**src/sv/dtf_pkg.sv**
```systemverilog
// ----------------------------------------------------------------------------
// dtf_pkg
// Types, codes and the 5x7 glyph table shared by the display text and fill
// engine modules.
// ----------------------------------------------------------------------------
`default_nettype none

package dtf_pkg;

  localparam int GLYPH_WIDTH  = 5;
  localparam int GLYPH_HEIGHT = 7;
  localparam int CFG_IDX_W    = 1;

  localparam logic [1:0] OP_FILL = 2'd0;
  localparam logic [1:0] OP_CHAR = 2'd1;
  localparam logic [1:0] OP_STEP = 2'd2;

  localparam logic [1:0] KIND_BYTE   = 2'd0;
  localparam logic [1:0] KIND_ACCEPT = 2'd1;
  localparam logic [1:0] KIND_REJECT = 2'd2;
  localparam logic [1:0] KIND_IDLE   = 2'd3;

  localparam logic [CFG_IDX_W-1:0] CFG_COL_OFFSET = 1'd0;
  localparam logic [CFG_IDX_W-1:0] CFG_ROW_OFFSET = 1'd1;

  localparam logic [7:0] COL_OFFSET_RST = 8'd26;
  localparam logic [7:0] ROW_OFFSET_RST = 8'd1;

  typedef struct packed {
    logic [1:0]  op;
    logic [7:0]  x_pos;
    logic [7:0]  y_pos;
    logic [7:0]  rect_width;
    logic [7:0]  rect_height;
    logic [7:0]  char_code;
    logic [1:0]  text_scale;
    logic [15:0] fore_colour;
    logic [15:0] back_colour;
  } in_item_t;

  typedef struct packed {
    logic [1:0] kind;
    logic [7:0] link_byte;
    logic       is_data;
    logic       last_byte;
  } out_item_t;

  typedef struct packed {
    logic [7:0] column_offset;
    logic [7:0] row_offset;
  } cfg_regs_t;

  // glyph columns, column 0 in the top bits
  function automatic logic [34:0] font_glyph(input logic [6:0] g);
    logic [34:0] v;
    case (g)
      7'd0:  v = {7'h00, 7'h00, 7'h00, 7'h00, 7'h00};
      7'd1:  v = {7'h00, 7'h00, 7'h5F, 7'h00, 7'h00};
      7'd2:  v = {7'h00, 7'h07, 7'h00, 7'h07, 7'h00};
      7'd3:  v = {7'h14, 7'h7F, 7'h14, 7'h7F, 7'h14};
      7'd4:  v = {7'h24, 7'h2A, 7'h7F, 7'h2A, 7'h12};
      7'd5:  v = {7'h23, 7'h13, 7'h08, 7'h64, 7'h62};
      7'd6:  v = {7'h36, 7'h49, 7'h55, 7'h22, 7'h50};
      7'd7:  v = {7'h00, 7'h05, 7'h03, 7'h00, 7'h00};
      7'd8:  v = {7'h00, 7'h1C, 7'h22, 7'h41, 7'h00};
      7'd9:  v = {7'h00, 7'h41, 7'h22, 7'h1C, 7'h00};
      7'd10: v = {7'h14, 7'h08, 7'h3E, 7'h08, 7'h14};
      7'd11: v = {7'h08, 7'h08, 7'h3E, 7'h08, 7'h08};
      7'd12: v = {7'h00, 7'h50, 7'h30, 7'h00, 7'h00};
      7'd13: v = {7'h08, 7'h08, 7'h08, 7'h08, 7'h08};
      7'd14: v = {7'h00, 7'h60, 7'h60, 7'h00, 7'h00};
      7'd15: v = {7'h20, 7'h10, 7'h08, 7'h04, 7'h02};
      7'd16: v = {7'h3E, 7'h51, 7'h49, 7'h45, 7'h3E};
      7'd17: v = {7'h00, 7'h42, 7'h7F, 7'h40, 7'h00};
      7'd18: v = {7'h42, 7'h61, 7'h51, 7'h49, 7'h46};
      7'd19: v = {7'h21, 7'h41, 7'h45, 7'h4B, 7'h31};
      7'd20: v = {7'h18, 7'h14, 7'h12, 7'h7F, 7'h10};
      7'd21: v = {7'h27, 7'h45, 7'h45, 7'h45, 7'h39};
      7'd22: v = {7'h3C, 7'h4A, 7'h49, 7'h49, 7'h30};
      7'd23: v = {7'h01, 7'h71, 7'h09, 7'h05, 7'h03};
      7'd24: v = {7'h36, 7'h49, 7'h49, 7'h49, 7'h36};
      7'd25: v = {7'h06, 7'h49, 7'h49, 7'h29, 7'h1E};
      7'd26: v = {7'h00, 7'h36, 7'h36, 7'h00, 7'h00};
      7'd27: v = {7'h00, 7'h56, 7'h36, 7'h00, 7'h00};
      7'd28: v = {7'h08, 7'h14, 7'h22, 7'h41, 7'h00};
      7'd29: v = {7'h14, 7'h14, 7'h14, 7'h14, 7'h14};
      7'd30: v = {7'h00, 7'h41, 7'h22, 7'h14, 7'h08};
      7'd31: v = {7'h02, 7'h01, 7'h51, 7'h09, 7'h06};
      7'd32: v = {7'h32, 7'h49, 7'h79, 7'h41, 7'h3E};
      7'd33: v = {7'h7E, 7'h11, 7'h11, 7'h11, 7'h7E};
      7'd34: v = {7'h7F, 7'h49, 7'h49, 7'h49, 7'h36};
      7'd35: v = {7'h3E, 7'h41, 7'h41, 7'h41, 7'h22};
      7'd36: v = {7'h7F, 7'h41, 7'h41, 7'h22, 7'h1C};
      7'd37: v = {7'h7F, 7'h49, 7'h49, 7'h49, 7'h41};
      7'd38: v = {7'h7F, 7'h09, 7'h09, 7'h09, 7'h01};
      7'd39: v = {7'h3E, 7'h41, 7'h49, 7'h49, 7'h7A};
      7'd40: v = {7'h7F, 7'h08, 7'h08, 7'h08, 7'h7F};
      7'd41: v = {7'h00, 7'h41, 7'h7F, 7'h41, 7'h00};
      7'd42: v = {7'h20, 7'h40, 7'h41, 7'h3F, 7'h01};
      7'd43: v = {7'h7F, 7'h08, 7'h14, 7'h22, 7'h41};
      7'd44: v = {7'h7F, 7'h40, 7'h40, 7'h40, 7'h40};
      7'd45: v = {7'h7F, 7'h02, 7'h0C, 7'h02, 7'h7F};
      7'd46: v = {7'h7F, 7'h04, 7'h08, 7'h10, 7'h7F};
      7'd47: v = {7'h3E, 7'h41, 7'h41, 7'h41, 7'h3E};
      7'd48: v = {7'h7F, 7'h09, 7'h09, 7'h09, 7'h06};
      7'd49: v = {7'h3E, 7'h41, 7'h51, 7'h21, 7'h5E};
      7'd50: v = {7'h7F, 7'h09, 7'h19, 7'h29, 7'h46};
      7'd51: v = {7'h46, 7'h49, 7'h49, 7'h49, 7'h31};
      7'd52: v = {7'h01, 7'h01, 7'h7F, 7'h01, 7'h01};
      7'd53: v = {7'h3F, 7'h40, 7'h40, 7'h40, 7'h3F};
      7'd54: v = {7'h1F, 7'h20, 7'h40, 7'h20, 7'h1F};
      7'd55: v = {7'h3F, 7'h40, 7'h38, 7'h40, 7'h3F};
      7'd56: v = {7'h63, 7'h14, 7'h08, 7'h14, 7'h63};
      7'd57: v = {7'h07, 7'h08, 7'h70, 7'h08, 7'h07};
      7'd58: v = {7'h61, 7'h51, 7'h49, 7'h45, 7'h43};
      7'd59: v = {7'h00, 7'h7F, 7'h41, 7'h41, 7'h00};
      7'd60: v = {7'h02, 7'h04, 7'h08, 7'h10, 7'h20};
      7'd61: v = {7'h00, 7'h41, 7'h41, 7'h7F, 7'h00};
      7'd62: v = {7'h04, 7'h02, 7'h01, 7'h02, 7'h04};
      7'd63: v = {7'h40, 7'h40, 7'h40, 7'h40, 7'h40};
      7'd64: v = {7'h00, 7'h01, 7'h02, 7'h04, 7'h00};
      7'd65: v = {7'h20, 7'h54, 7'h54, 7'h54, 7'h78};
      7'd66: v = {7'h7F, 7'h48, 7'h44, 7'h44, 7'h38};
      7'd67: v = {7'h38, 7'h44, 7'h44, 7'h44, 7'h20};
      7'd68: v = {7'h38, 7'h44, 7'h44, 7'h48, 7'h7F};
      7'd69: v = {7'h38, 7'h54, 7'h54, 7'h54, 7'h18};
      7'd70: v = {7'h08, 7'h7E, 7'h09, 7'h01, 7'h02};
      7'd71: v = {7'h0C, 7'h52, 7'h52, 7'h52, 7'h3E};
      7'd72: v = {7'h7F, 7'h08, 7'h04, 7'h04, 7'h78};
      7'd73: v = {7'h00, 7'h44, 7'h7D, 7'h40, 7'h00};
      7'd74: v = {7'h20, 7'h40, 7'h44, 7'h3D, 7'h00};
      7'd75: v = {7'h7F, 7'h10, 7'h28, 7'h44, 7'h00};
      7'd76: v = {7'h00, 7'h41, 7'h7F, 7'h40, 7'h00};
      7'd77: v = {7'h7C, 7'h04, 7'h18, 7'h04, 7'h78};
      7'd78: v = {7'h7C, 7'h08, 7'h04, 7'h04, 7'h78};
      7'd79: v = {7'h38, 7'h44, 7'h44, 7'h44, 7'h38};
      7'd80: v = {7'h7C, 7'h14, 7'h14, 7'h14, 7'h08};
      7'd81: v = {7'h08, 7'h14, 7'h14, 7'h18, 7'h7C};
      7'd82: v = {7'h7C, 7'h08, 7'h04, 7'h04, 7'h08};
      7'd83: v = {7'h48, 7'h54, 7'h54, 7'h54, 7'h20};
      7'd84: v = {7'h04, 7'h3F, 7'h44, 7'h40, 7'h20};
      7'd85: v = {7'h3C, 7'h40, 7'h40, 7'h40, 7'h3C};
      7'd86: v = {7'h1C, 7'h20, 7'h40, 7'h20, 7'h1C};
      7'd87: v = {7'h3C, 7'h40, 7'h30, 7'h40, 7'h3C};
      7'd88: v = {7'h44, 7'h28, 7'h10, 7'h28, 7'h44};
      7'd89: v = {7'h0C, 7'h50, 7'h50, 7'h50, 7'h3C};
      7'd90: v = {7'h44, 7'h64, 7'h54, 7'h4C, 7'h44};
      7'd91: v = {7'h00, 7'h08, 7'h36, 7'h41, 7'h00};
      7'd92: v = {7'h00, 7'h00, 7'h7F, 7'h00, 7'h00};
      7'd93: v = {7'h00, 7'h41, 7'h36, 7'h08, 7'h00};
      7'd94: v = {7'h10, 7'h08, 7'h08, 7'h10, 7'h08};
      default: v = '0;
    endcase
    return v;
  endfunction

endpackage

`default_nettype wire

```
**src/sv/dtf_core.sv**
```systemverilog
// ----------------------------------------------------------------------------
// dtf_core
// Draw engine state: request checks, window header sequencer, pixel and
// glyph counters. Produces one result per accepted transaction.
// ----------------------------------------------------------------------------
`default_nettype none

module dtf_core
  import dtf_pkg::*;
#(
  parameter int SCREEN_WIDTH  = 80,
  parameter int SCREEN_HEIGHT = 160
) (
  input  wire logic      clk,
  input  wire logic      rst_n,
  input  wire logic      fire,
  input  wire in_item_t  req,
  input  wire cfg_regs_t cfg,
  output out_item_t      res,
  output logic           busy
);

  localparam logic [8:0] SW9 = 9'(SCREEN_WIDTH);
  localparam logic [8:0] SH9 = 9'(SCREEN_HEIGHT);

  localparam logic [1:0] MODE_IDLE = 2'd0;
  localparam logic [1:0] MODE_FILL = 2'd1;
  localparam logic [1:0] MODE_CHAR = 2'd2;

  localparam logic [3:0] HDR_CASET = 4'd0;
  localparam logic [3:0] HDR_XS    = 4'd2;
  localparam logic [3:0] HDR_XE    = 4'd4;
  localparam logic [3:0] HDR_RASET = 4'd5;
  localparam logic [3:0] HDR_YS    = 4'd7;
  localparam logic [3:0] HDR_YE    = 4'd9;
  localparam logic [3:0] HDR_RAMWR = 4'd10;
  localparam logic [3:0] HDR_LEN   = 4'd11;

  localparam logic [7:0] CMD_CASET = 8'h2A;
  localparam logic [7:0] CMD_RASET = 8'h2B;
  localparam logic [7:0] CMD_RAMWR = 8'h2C;

  localparam logic [7:0] CHAR_FIRST = 8'h20;
  localparam logic [7:0] CHAR_LAST  = 8'h7E;
  localparam logic [7:0] CHAR_QMARK = 8'h3F;

  localparam logic [2:0] GW_LAST = 3'(GLYPH_WIDTH - 1);

  logic [1:0]  mode_r, mode_nxt;
  logic [3:0]  hdr_r, hdr_nxt;
  logic [7:0]  x0_r, x0_nxt, y0_r, y0_nxt, x1_r, x1_nxt, y1_r, y1_nxt;
  logic [15:0] pix_left_r, pix_left_nxt;
  logic [2:0]  gl_row_r, gl_row_nxt, gl_col_r, gl_col_nxt;
  logic [1:0]  gl_rowrep_r, gl_rowrep_nxt, gl_colrep_r, gl_colrep_nxt;
  logic        low_half_r, low_half_nxt;
  logic [15:0] fg_r, fg_nxt, bg_r, bg_nxt;
  logic [6:0]  glyph_r, glyph_nxt;
  logic [1:0]  scale_r, scale_nxt;

  // request checks
  logic [8:0]  x9, y9, xw, yh;
  logic [7:0]  w_clip, h_clip;
  logic        fill_ok, char_ok;
  logic [1:0]  s;
  logic [7:0]  code;
  logic [3:0]  cw;
  logic [4:0]  ch;
  logic [15:0] fill_cnt, char_cnt;

  // pixel path
  logic [34:0] glyph_bits;
  logic [6:0]  col_bits;
  logic [7:0]  col_ext;
  logic [15:0] colour;
  logic [7:0]  hdr_byte;
  logic        hdr_data;
  logic [15:0] pix_dec;

  always_comb begin
    x9 = {1'b0, req.x_pos};
    y9 = {1'b0, req.y_pos};
    xw = x9 + {1'b0, req.rect_width};
    yh = y9 + {1'b0, req.rect_height};
    w_clip = (xw > SW9) ? 8'(SW9 - x9) : req.rect_width;
    h_clip = (yh > SH9) ? 8'(SH9 - y9) : req.rect_height;
    fill_ok = (x9 < SW9) && (y9 < SH9) && (w_clip != 8'd0) && (h_clip != 8'd0);
    fill_cnt = w_clip * h_clip;

    s = (req.text_scale == 2'd0) ? 2'd1 : req.text_scale;
    code = ((req.char_code < CHAR_FIRST) || (req.char_code > CHAR_LAST)) ?
           CHAR_QMARK : req.char_code;
    cw = 4'(GLYPH_WIDTH) * {2'b0, s};
    ch = 5'(GLYPH_HEIGHT) * {3'b0, s};
    char_ok = ((x9 + {5'b0, cw}) <= SW9) && ((y9 + {4'b0, ch}) <= SH9);
    char_cnt = 16'(cw) * 16'(ch);
  end

  always_comb begin
    hdr_data = 1'b1;
    case (hdr_r)
      HDR_CASET: begin
        hdr_byte = CMD_CASET;
        hdr_data = 1'b0;
      end
      HDR_XS:    hdr_byte = x0_r + cfg.column_offset;
      HDR_XE:    hdr_byte = x1_r + cfg.column_offset;
      HDR_RASET: begin
        hdr_byte = CMD_RASET;
        hdr_data = 1'b0;
      end
      HDR_YS:    hdr_byte = y0_r + cfg.row_offset;
      HDR_YE:    hdr_byte = y1_r + cfg.row_offset;
      HDR_RAMWR: begin
        hdr_byte = CMD_RAMWR;
        hdr_data = 1'b0;
      end
      default:   hdr_byte = 8'h00;
    endcase
  end

  always_comb begin
    glyph_bits = font_glyph(glyph_r);
    case (gl_col_r)
      3'd0:    col_bits = glyph_bits[34:28];
      3'd1:    col_bits = glyph_bits[27:21];
      3'd2:    col_bits = glyph_bits[20:14];
      3'd3:    col_bits = glyph_bits[13:7];
      3'd4:    col_bits = glyph_bits[6:0];
      default: col_bits = 7'h00;
    endcase
    col_ext = {1'b0, col_bits};
    colour = fg_r;
    if ((mode_r == MODE_CHAR) && !col_ext[gl_row_r]) begin
      colour = bg_r;
    end
    pix_dec = (pix_left_r != 16'd0) ? pix_left_r - 16'd1 : 16'd0;
  end

  always_comb begin
    mode_nxt      = mode_r;
    hdr_nxt       = hdr_r;
    x0_nxt        = x0_r;
    y0_nxt        = y0_r;
    x1_nxt        = x1_r;
    y1_nxt        = y1_r;
    pix_left_nxt  = pix_left_r;
    gl_row_nxt    = gl_row_r;
    gl_col_nxt    = gl_col_r;
    gl_rowrep_nxt = gl_rowrep_r;
    gl_colrep_nxt = gl_colrep_r;
    low_half_nxt  = low_half_r;
    fg_nxt        = fg_r;
    bg_nxt        = bg_r;
    glyph_nxt     = glyph_r;
    scale_nxt     = scale_r;
    res           = '{kind: KIND_IDLE, link_byte: 8'h00, is_data: 1'b0, last_byte: 1'b0};

    if (fire) begin
      case (req.op)
        OP_FILL, OP_CHAR: begin
          res.kind = KIND_REJECT;
          if ((mode_r == MODE_IDLE) &&
              (((req.op == OP_FILL) && fill_ok) || ((req.op == OP_CHAR) && char_ok))) begin
            res.kind      = KIND_ACCEPT;
            hdr_nxt       = 4'd0;
            x0_nxt        = req.x_pos;
            y0_nxt        = req.y_pos;
            gl_row_nxt    = 3'd0;
            gl_col_nxt    = 3'd0;
            gl_rowrep_nxt = 2'd0;
            gl_colrep_nxt = 2'd0;
            low_half_nxt  = 1'b0;
            fg_nxt        = req.fore_colour;
            if (req.op == OP_FILL) begin
              mode_nxt     = MODE_FILL;
              x1_nxt       = req.x_pos + w_clip - 8'd1;
              y1_nxt       = req.y_pos + h_clip - 8'd1;
              pix_left_nxt = fill_cnt;
            end else begin
              mode_nxt     = MODE_CHAR;
              x1_nxt       = req.x_pos + {4'b0, cw} - 8'd1;
              y1_nxt       = req.y_pos + {3'b0, ch} - 8'd1;
              pix_left_nxt = char_cnt;
              bg_nxt       = req.back_colour;
              glyph_nxt    = 7'(code - CHAR_FIRST);
              scale_nxt    = s;
            end
          end
        end
        OP_STEP: begin
          if (mode_r != MODE_IDLE) begin
            res.kind = KIND_BYTE;
            if (hdr_r < HDR_LEN) begin
              res.link_byte = hdr_byte;
              res.is_data   = hdr_data;
              hdr_nxt       = hdr_r + 4'd1;
            end else begin
              res.is_data = 1'b1;
              if (!low_half_r) begin
                res.link_byte = colour[15:8];
                low_half_nxt  = 1'b1;
              end else begin
                res.link_byte = colour[7:0];
                low_half_nxt  = 1'b0;
                if (mode_r == MODE_CHAR) begin
                  if ({1'b0, gl_colrep_r} + 3'd1 >= {1'b0, scale_r}) begin
                    gl_colrep_nxt = 2'd0;
                    if (gl_col_r >= GW_LAST) begin
                      gl_col_nxt = 3'd0;
                      if ({1'b0, gl_rowrep_r} + 3'd1 >= {1'b0, scale_r}) begin
                        gl_rowrep_nxt = 2'd0;
                        gl_row_nxt    = gl_row_r + 3'd1;
                      end else begin
                        gl_rowrep_nxt = gl_rowrep_r + 2'd1;
                      end
                    end else begin
                      gl_col_nxt = gl_col_r + 3'd1;
                    end
                  end else begin
                    gl_colrep_nxt = gl_colrep_r + 2'd1;
                  end
                end
                pix_left_nxt = pix_dec;
                if (pix_dec == 16'd0) begin
                  res.last_byte = 1'b1;
                  mode_nxt      = MODE_IDLE;
                  hdr_nxt       = 4'd0;
                end
              end
            end
          end
        end
        default: ;
      endcase
    end
  end

  always_ff @(posedge clk) begin
    if (!rst_n) begin
      mode_r      <= MODE_IDLE;
      hdr_r       <= 4'd0;
      pix_left_r  <= 16'd0;
      gl_row_r    <= 3'd0;
      gl_col_r    <= 3'd0;
      gl_rowrep_r <= 2'd0;
      gl_colrep_r <= 2'd0;
      low_half_r  <= 1'b0;
      scale_r     <= 2'd0;
    end else begin
      mode_r      <= mode_nxt;
      hdr_r       <= hdr_nxt;
      pix_left_r  <= pix_left_nxt;
      gl_row_r    <= gl_row_nxt;
      gl_col_r    <= gl_col_nxt;
      gl_rowrep_r <= gl_rowrep_nxt;
      gl_colrep_r <= gl_colrep_nxt;
      low_half_r  <= low_half_nxt;
      scale_r     <= scale_nxt;
    end
  end

  always_ff @(posedge clk) begin
    x0_r    <= x0_nxt;
    y0_r    <= y0_nxt;
    x1_r    <= x1_nxt;
    y1_r    <= y1_nxt;
    fg_r    <= fg_nxt;
    bg_r    <= bg_nxt;
    glyph_r <= glyph_nxt;
  end

  assign busy = (mode_r != MODE_IDLE);

endmodule

`default_nettype wire

```
**src/sv/display_text_and_fill_engine.sv**
```systemverilog
// ----------------------------------------------------------------------------
// display_text_and_fill_engine
// Link byte generator for a serial TFT panel: rectangle fills and scaled 5x7
// characters, window header then RGB565 pixels, one byte per step request while busy.
//
//   channel  ports                              direction
//   in       in_valid, in_ready, in_data        draw or step requests
//   out      out_valid, out_ready, out_data     one result per request
//   cfg      cfg_valid, cfg_ready, cfg_index,   panel column and row offsets
//            cfg_data
//
// one request per cycle unless out_ready stalls; its result appears in the
// output register in the cycle after acceptance.
// the output register is the only stage: a new request is taken whenever the
// register is empty or being drained in the same cycle.
// reset (rst_n low, synchronous) leaves the engine idle, offsets 26 and 1.
// cfg writes are never stalled; each is registered as it is presented.
// ----------------------------------------------------------------------------
`default_nettype none

module display_text_and_fill_engine
  import dtf_pkg::*;
#(
  parameter int SCREEN_WIDTH  = 80,
  parameter int SCREEN_HEIGHT = 160
) (
  input  wire logic                 clk,
  input  wire logic                 rst_n,
  input  wire logic                 in_valid,
  output logic                      in_ready,
  input  wire in_item_t             in_data,
  output logic                      out_valid,
  input  wire logic                 out_ready,
  output out_item_t                 out_data,
  input  wire logic                 cfg_valid,
  output logic                      cfg_ready,
  input  wire logic [CFG_IDX_W-1:0] cfg_index,
  input  wire logic [7:0]           cfg_data
);

  logic      fire;
  logic      busy;
  out_item_t res;
  out_item_t out_data_r;
  logic      out_valid_r, out_valid_nxt;
  cfg_regs_t cfg_r, cfg_nxt;

  assign in_ready  = !out_valid_r || out_ready;
  assign fire      = in_valid && in_ready;
  assign cfg_ready = 1'b1;

  dtf_core #(
    .SCREEN_WIDTH (SCREEN_WIDTH),
    .SCREEN_HEIGHT(SCREEN_HEIGHT)
  ) u_core (
    .clk  (clk),
    .rst_n(rst_n),
    .fire (fire),
    .req  (in_data),
    .cfg  (cfg_r),
    .res  (res),
    .busy (busy)
  );

  always_comb begin
    out_valid_nxt = out_valid_r;
    if (fire) begin
      out_valid_nxt = 1'b1;
    end else if (out_ready) begin
      out_valid_nxt = 1'b0;
    end
    cfg_nxt = cfg_r;
    if (cfg_valid) begin
      case (cfg_index)
        CFG_COL_OFFSET: cfg_nxt.column_offset = cfg_data;
        CFG_ROW_OFFSET: cfg_nxt.row_offset    = cfg_data;
        default: ;
      endcase
    end
  end

  always_ff @(posedge clk) begin
    if (!rst_n) begin
      out_valid_r <= 1'b0;
      cfg_r       <= '{column_offset: COL_OFFSET_RST, row_offset: ROW_OFFSET_RST};
    end else begin
      out_valid_r <= out_valid_nxt;
      cfg_r       <= cfg_nxt;
    end
  end

  always_ff @(posedge clk) begin
    if (fire) begin
      out_data_r <= res;
    end
  end

  assign out_valid = out_valid_r;
  assign out_data  = out_data_r;

  a_last_is_pixel: assert property (@(posedge clk) disable iff (!rst_n)
    out_valid_r && out_data_r.last_byte |->
      (out_data_r.kind == KIND_BYTE) && out_data_r.is_data)
    else $error("last flag on a non pixel result");

  a_quiet_fields: assert property (@(posedge clk) disable iff (!rst_n)
    out_valid_r && (out_data_r.kind != KIND_BYTE) |->
      (out_data_r.link_byte == 8'h00) && !out_data_r.is_data)
    else $error("byte fields set on a non byte result");

  a_accept_busy: assert property (@(posedge clk) disable iff (!rst_n)
    fire && (res.kind == KIND_ACCEPT) |=> busy)
    else $error("engine idle after an accepted request");

  a_byte_needs_busy: assert property (@(posedge clk) disable iff (!rst_n)
    fire && (res.kind == KIND_BYTE) |-> busy)
    else $error("link byte produced while idle");

endmodule

`default_nettype wire
```
**config.mk**
```make
export PLATFORM = sky130hd
export DESIGN_NAME = display_text_and_fill_engine
export DESIGN_NICKNAME = d
export VERILOG_FILES = /design/src/sv/dtf_pkg.sv /design/src/sv/dtf_core.sv /design/src/sv/display_text_and_fill_engine.sv
export SDC_FILE = /design/constraint.sdc
export NUM_CORES = 1
export LEC_CHECK = 0
export ABC_AREA = 0
export CAP_MARGIN = 15
export CORE_MARGIN = 1
export CORE_UTILIZATION = 62
export CTS_CLUSTER_SIZE = 14
export DETAILED_ROUTE_END_ITERATION = 10
export DONT_BUFFER_PORTS = 1
export PLACE_DENSITY_LB_ADDON = 0.12
export SLEW_MARGIN = 20
export SYNTH_ARGS = -nofsm -noshare
export SYNTH_HDL_FRONTEND = slang
export SYNTH_MEMORY_MAX_BITS = 65536
export SYNTH_SLANG_ARGS = --single-unit
```
**constraint.sdc**
```tcl
create_clock -name clk -period 8.4 [get_ports clk]
set_input_delay 0.42 -clock clk [delete_from_list [all_inputs] [get_ports clk]]
set_output_delay 0.42 -clock clk [all_outputs]
set_load 0.03 [all_outputs]
```
==> impl_metrics.yaml <==
outcome:
  status: "finished, final reports clean"
clock_network:
  cts_setup_buffers: 0
  clock_tree.root_cell: "sky130_fd_sc_hd__clkbuf_16"
  cts_inserted_buffers: 17
  clock_latency_ns: 0.44
  cts-htree-levels: 4
  clock_path_buffers: 2
  cts_hold_buf: 0
  cts.reportedPaths.clkPinSlew_ns: 0.07
  cts_repair_resize_count: 0
  tritoncts_num_sinks: 170
  tritoncts: "yes"
setup_path:
  worst-endpoint-arrival_ns: 7.94
  reg2reg_setup_slack_ns: 3.21
  rr_startpoint: "out_valid$_SDFFE_PN0P_"
  endpoint_kind: "register"
  timing.setup.critical_path_class: "in2reg"
  timing.critical_path.fanout_max: 12
  nature_of_the_critical_path_startpoint: "input pin"
  rr_worst_depth: 14
  worst-endpoint-required_ns: 8.77
  r2r_end: "u_core.glyph_bits[34]$_DFF_P_"
cells_and_area:
  filler_cell_count: 2220
  nets: 2396
  flow.area_growth_from_synthesis_pct: 5.97
  num_antenna_cells: 0
  proportion_of_layout_cells_with_a_drive_suffix_above_1_pct: 7.19
  most_used_cells_in_the_layout_excluding_fill_and_tap_cells: "198 x sky130_fd_sc_hd__nand2_1, 198 x sky130_fd_sc_hd__nor2_1, 197 x sky130_fd_sc_hd__a21oi_1"
  final-seq-area_um2: 4230
  final_design_area_no_fill_um2: 18200
  multi_input_comb_area_um2: 11900
timing:
  maxSlewHeadroom_pct: 18.2
  final_critical_path_setup_slack_ns: 0.827
  rsz0062_at_grt: "false"
  setup_viols_final: 0
  report.final.slew_viol_count: 0
  final.setup_skew_ns: 0.0198
  finalWorstPathRequiredPeriod_ns: 7.57
  min_period_over_period_pct: 90.1
  worst_slew_pin_slew_ns: 1.19
  max_clock_freq_ghz: 0.132
  finalHoldViolations: 0
  setup-tns-final_ns: 0
power_and_ir_drop:
  share_clk_of_total_power_pct: 22.5
  internal_power_mw: 2.04
  netSwitchingFraction_pct: 41.4
  max-vdd-ir-drop_mv: 0.213
  pwr_density_cell_nw_per_um2: 191
  power_frac_comb_pct: 51.3
  p_seq_share_pct: 26.2
  leakage_power_of_the_design_nw: 7.51
  power.switching_mw: 1.44
hold_path:
  timing.hold.worst_endpoint: "cfg_r[12]$_SDFFE_PN1P_"
  hold-path-cell-count: 1
  hold_path.startpoint: "rst_n"
  hold_path.class: "in2reg"
routing:
  viasPerCell: 6.87
  route.detailed.wl_per_inst_um: 23.8
  drc: 0
  drt.antenna.violating_nets: 0
  detailedRoute.firstIterationViolations: 2552
  detail_route.wirelength_um: 58800
  vias: 17000
  drt_pass1_iterations: 8
logic_synthesis:
  number_of_cells_produced_by_synthesis: 2126
  synth_enable_flop_cells: 83
  synth.lib_cells_used.distinct: 87
  postSynthAreaPerCell_um2: 8.10
  synthesis.yosys.warnings: 0
  synth_async_reset_ratio_pct: 0
  synth_area_um2: 17200
  synth-main-ff-cell: "sky130_fd_sc_hd__dfxtp_1"
  yosys_register_bits: 170
  synth_seq_area_share_pct: 24.6
floorplan:
  die-width_um: 169
  initial_core_utilization_pct: 63.5
  die-height_um: 169
  full_die_area_um2: 28400
  core_region_area_um2: 27100
  io_pins: 105
  num_rows: 60
job:
  maxCapViolCount: 0
placement:
  placement.cell_area_um2: 17700
  io_buffers: 0
  place_ws_ns: 0.405
  post-dp-hpwl_um: 43300
  globalplace.congestion: 1.07
global_routing:
  global_route.overflow_total: 0
  pin_count_of_the_biggest_net_entering_global_routing: 52
  grt_pass1_wl_um: 90900
  grt_util_all_layers_pct: 41.2
  grt_antenna_before_repair: 3
  grt_pass1_vias: 16400
==> per-layer routing <==
metal	GRT usage [%]	vias up	part of all wire, %	wire, um
met5	0	-	0.015	9
met4	18.6	2	4.3	2560
met3	11.8	237	13	7370
met2	64.5	1139	44	26000
met1	52.9	8022	39	23000
li1	-	7588	-	-
==> synth_stat cells (all sizes together), types with 32 or more instances <==
cell / n / share of area, %
a21o: 32 / 1.4
a21oi: 197 / 5.7
o21ai: 128 / 3.7
xnor2: 55 / 2.8
clkbuf: 72 / 1.6
nor3: 63 / 1.8
fa: 49 / 5.7
dfxtp: 87 / 10
buf: 43 / 1.2
ha: 171 / 12
nand2: 199 / 4.4
edfxtp: 83 / 14
mux2i: 46 / 2.7
nor2: 199 / 4.3
inv: 170 / 3.7
nand3: 59 / 1.7
==> sequential cells by signal (all words and copies together) (netlist names), 8 cells and up <==
name,count
u_core.glyph_bits,35
cfg_r,16
u_core.bg_r,16
u_core.fg_r,16
u_core.pix_left_r,16
out_data,12
u_core.x0_r,8
u_core.x1_r,8
u_core.y0_r,8
u_core.y1_r,8
==> worst max-delay path: stages <==
cell and delay [ns]:
sky130_fd_sc_hd__ha_1 0.21, sky130_fd_sc_hd__fa_1 0.44, sky130_fd_sc_hd__or3_1 0.38, sky130_fd_sc_hd__a2111oi_0 0.43, sky130_fd_sc_hd__nor4_1 0.12, sky130_fd_sc_hd__o211ai_1 0.28
sky130_fd_sc_hd__and2_1 0.48, sky130_fd_sc_hd__mux2i_1 0.16, sky130_fd_sc_hd__buf_4 0.19, sky130_fd_sc_hd__or2_2 0.31, sky130_fd_sc_hd__fa_1 0.48, sky130_fd_sc_hd__fa_1 0.57
sky130_fd_sc_hd__inv_1 0.06, sky130_fd_sc_hd__fa_1 0.53, sky130_fd_sc_hd__inv_1 0.06, sky130_fd_sc_hd__fa_1 0.53, sky130_fd_sc_hd__inv_1 0.04, sky130_fd_sc_hd__ha_1 0.30
sky130_fd_sc_hd__a21boi_0 0.26, sky130_fd_sc_hd__o21ai_0 0.14, sky130_fd_sc_hd__a21boi_0 0.27, sky130_fd_sc_hd__o21ai_0 0.16, sky130_fd_sc_hd__a21oi_1 0.22, sky130_fd_sc_hd__o21a_1 0.18
sky130_fd_sc_hd__o211ai_1 0.11, sky130_fd_sc_hd__and3_1 0.16, sky130_fd_sc_hd__o32a_1 0.28, sky130_fd_sc_hd__a21oi_1 0.15
==> stage by stage <==
stage / hold slack [ns] / utilization [%] / power (mW) / instances
floorplan: 0.441 / - / 2.27 / 2127
global placement: 0.447 / 65.1 / 2.63 / 2439
detailed placement: 0.458 / 65.1 / 2.67 / 2439
CTS: 0.0469 / 67.3 / 3.47 / 2471
global route: 0.0478 / 67.3 / 3.77 / 2471
finish: 0.0548 / 67.3 / 3.49 / 2471
==> power by group through the flow <==
stage,combinational (mW),clock [mW],sequential (mW)
global route,2.04,0.817,0.917
global placement,1.69,0,0.933
CTS,1.77,0.787,0.915
finish,1.79,0.784,0.915
detailed placement,1.74,0,0.934
floorplan,1.34,0,0.929
==> how the worst max path moves through the flow <==
stage	from	endpoint	slack, ns	cells past startpoint
global placement	in_data[50]	u_core.pix_left_r[15]$_SDFFE_PN0P_	0.73	28
detailed placement	in_data[50]	u_core.pix_left_r[15]$_SDFFE_PN0P_	0.41	28
global route	in_data[50]	u_core.pix_left_r[15]$_SDFFE_PN0P_	0.33	28
CTS	in_data[50]	u_core.pix_left_r[15]$_SDFFE_PN0P_	0.87	28
floorplan	in_data[50]	u_core.pix_left_r[15]$_SDFFE_PN0P_	0.83	29
finish	in_data[50]	u_core.pix_left_r[15]$_SDFFE_PN0P_	0.83	28
==> cell type report <==
type / instances / share of cell area, %
clock buffers: 18 / 2.35
multi-input cells: 1668 / 65.2
clock inverters: 14 / 0.843
flip-flops and latches: 170 / 23.2
repair buffers: 55 / 2.26
inverters: 174 / 3.58
well taps: 372 / 2.55
==> logic make-up after synthesis <==
| kind of cell | synth area share [%] |
|---|---|
| other | 0.0436 |
| multiplexers | 4.93 |
| AO/OA/AOI/OAI | 23.9 |
| AND/OR/NAND/NOR | 17.7 |
| buffers and inverters | 6.59 |
| flip-flops | 24.6 |
| adder cells (fa/ha/maj) | 18.1 |
| XOR/XNOR | 4.07 |
Power figures use the tool's default switching activity.
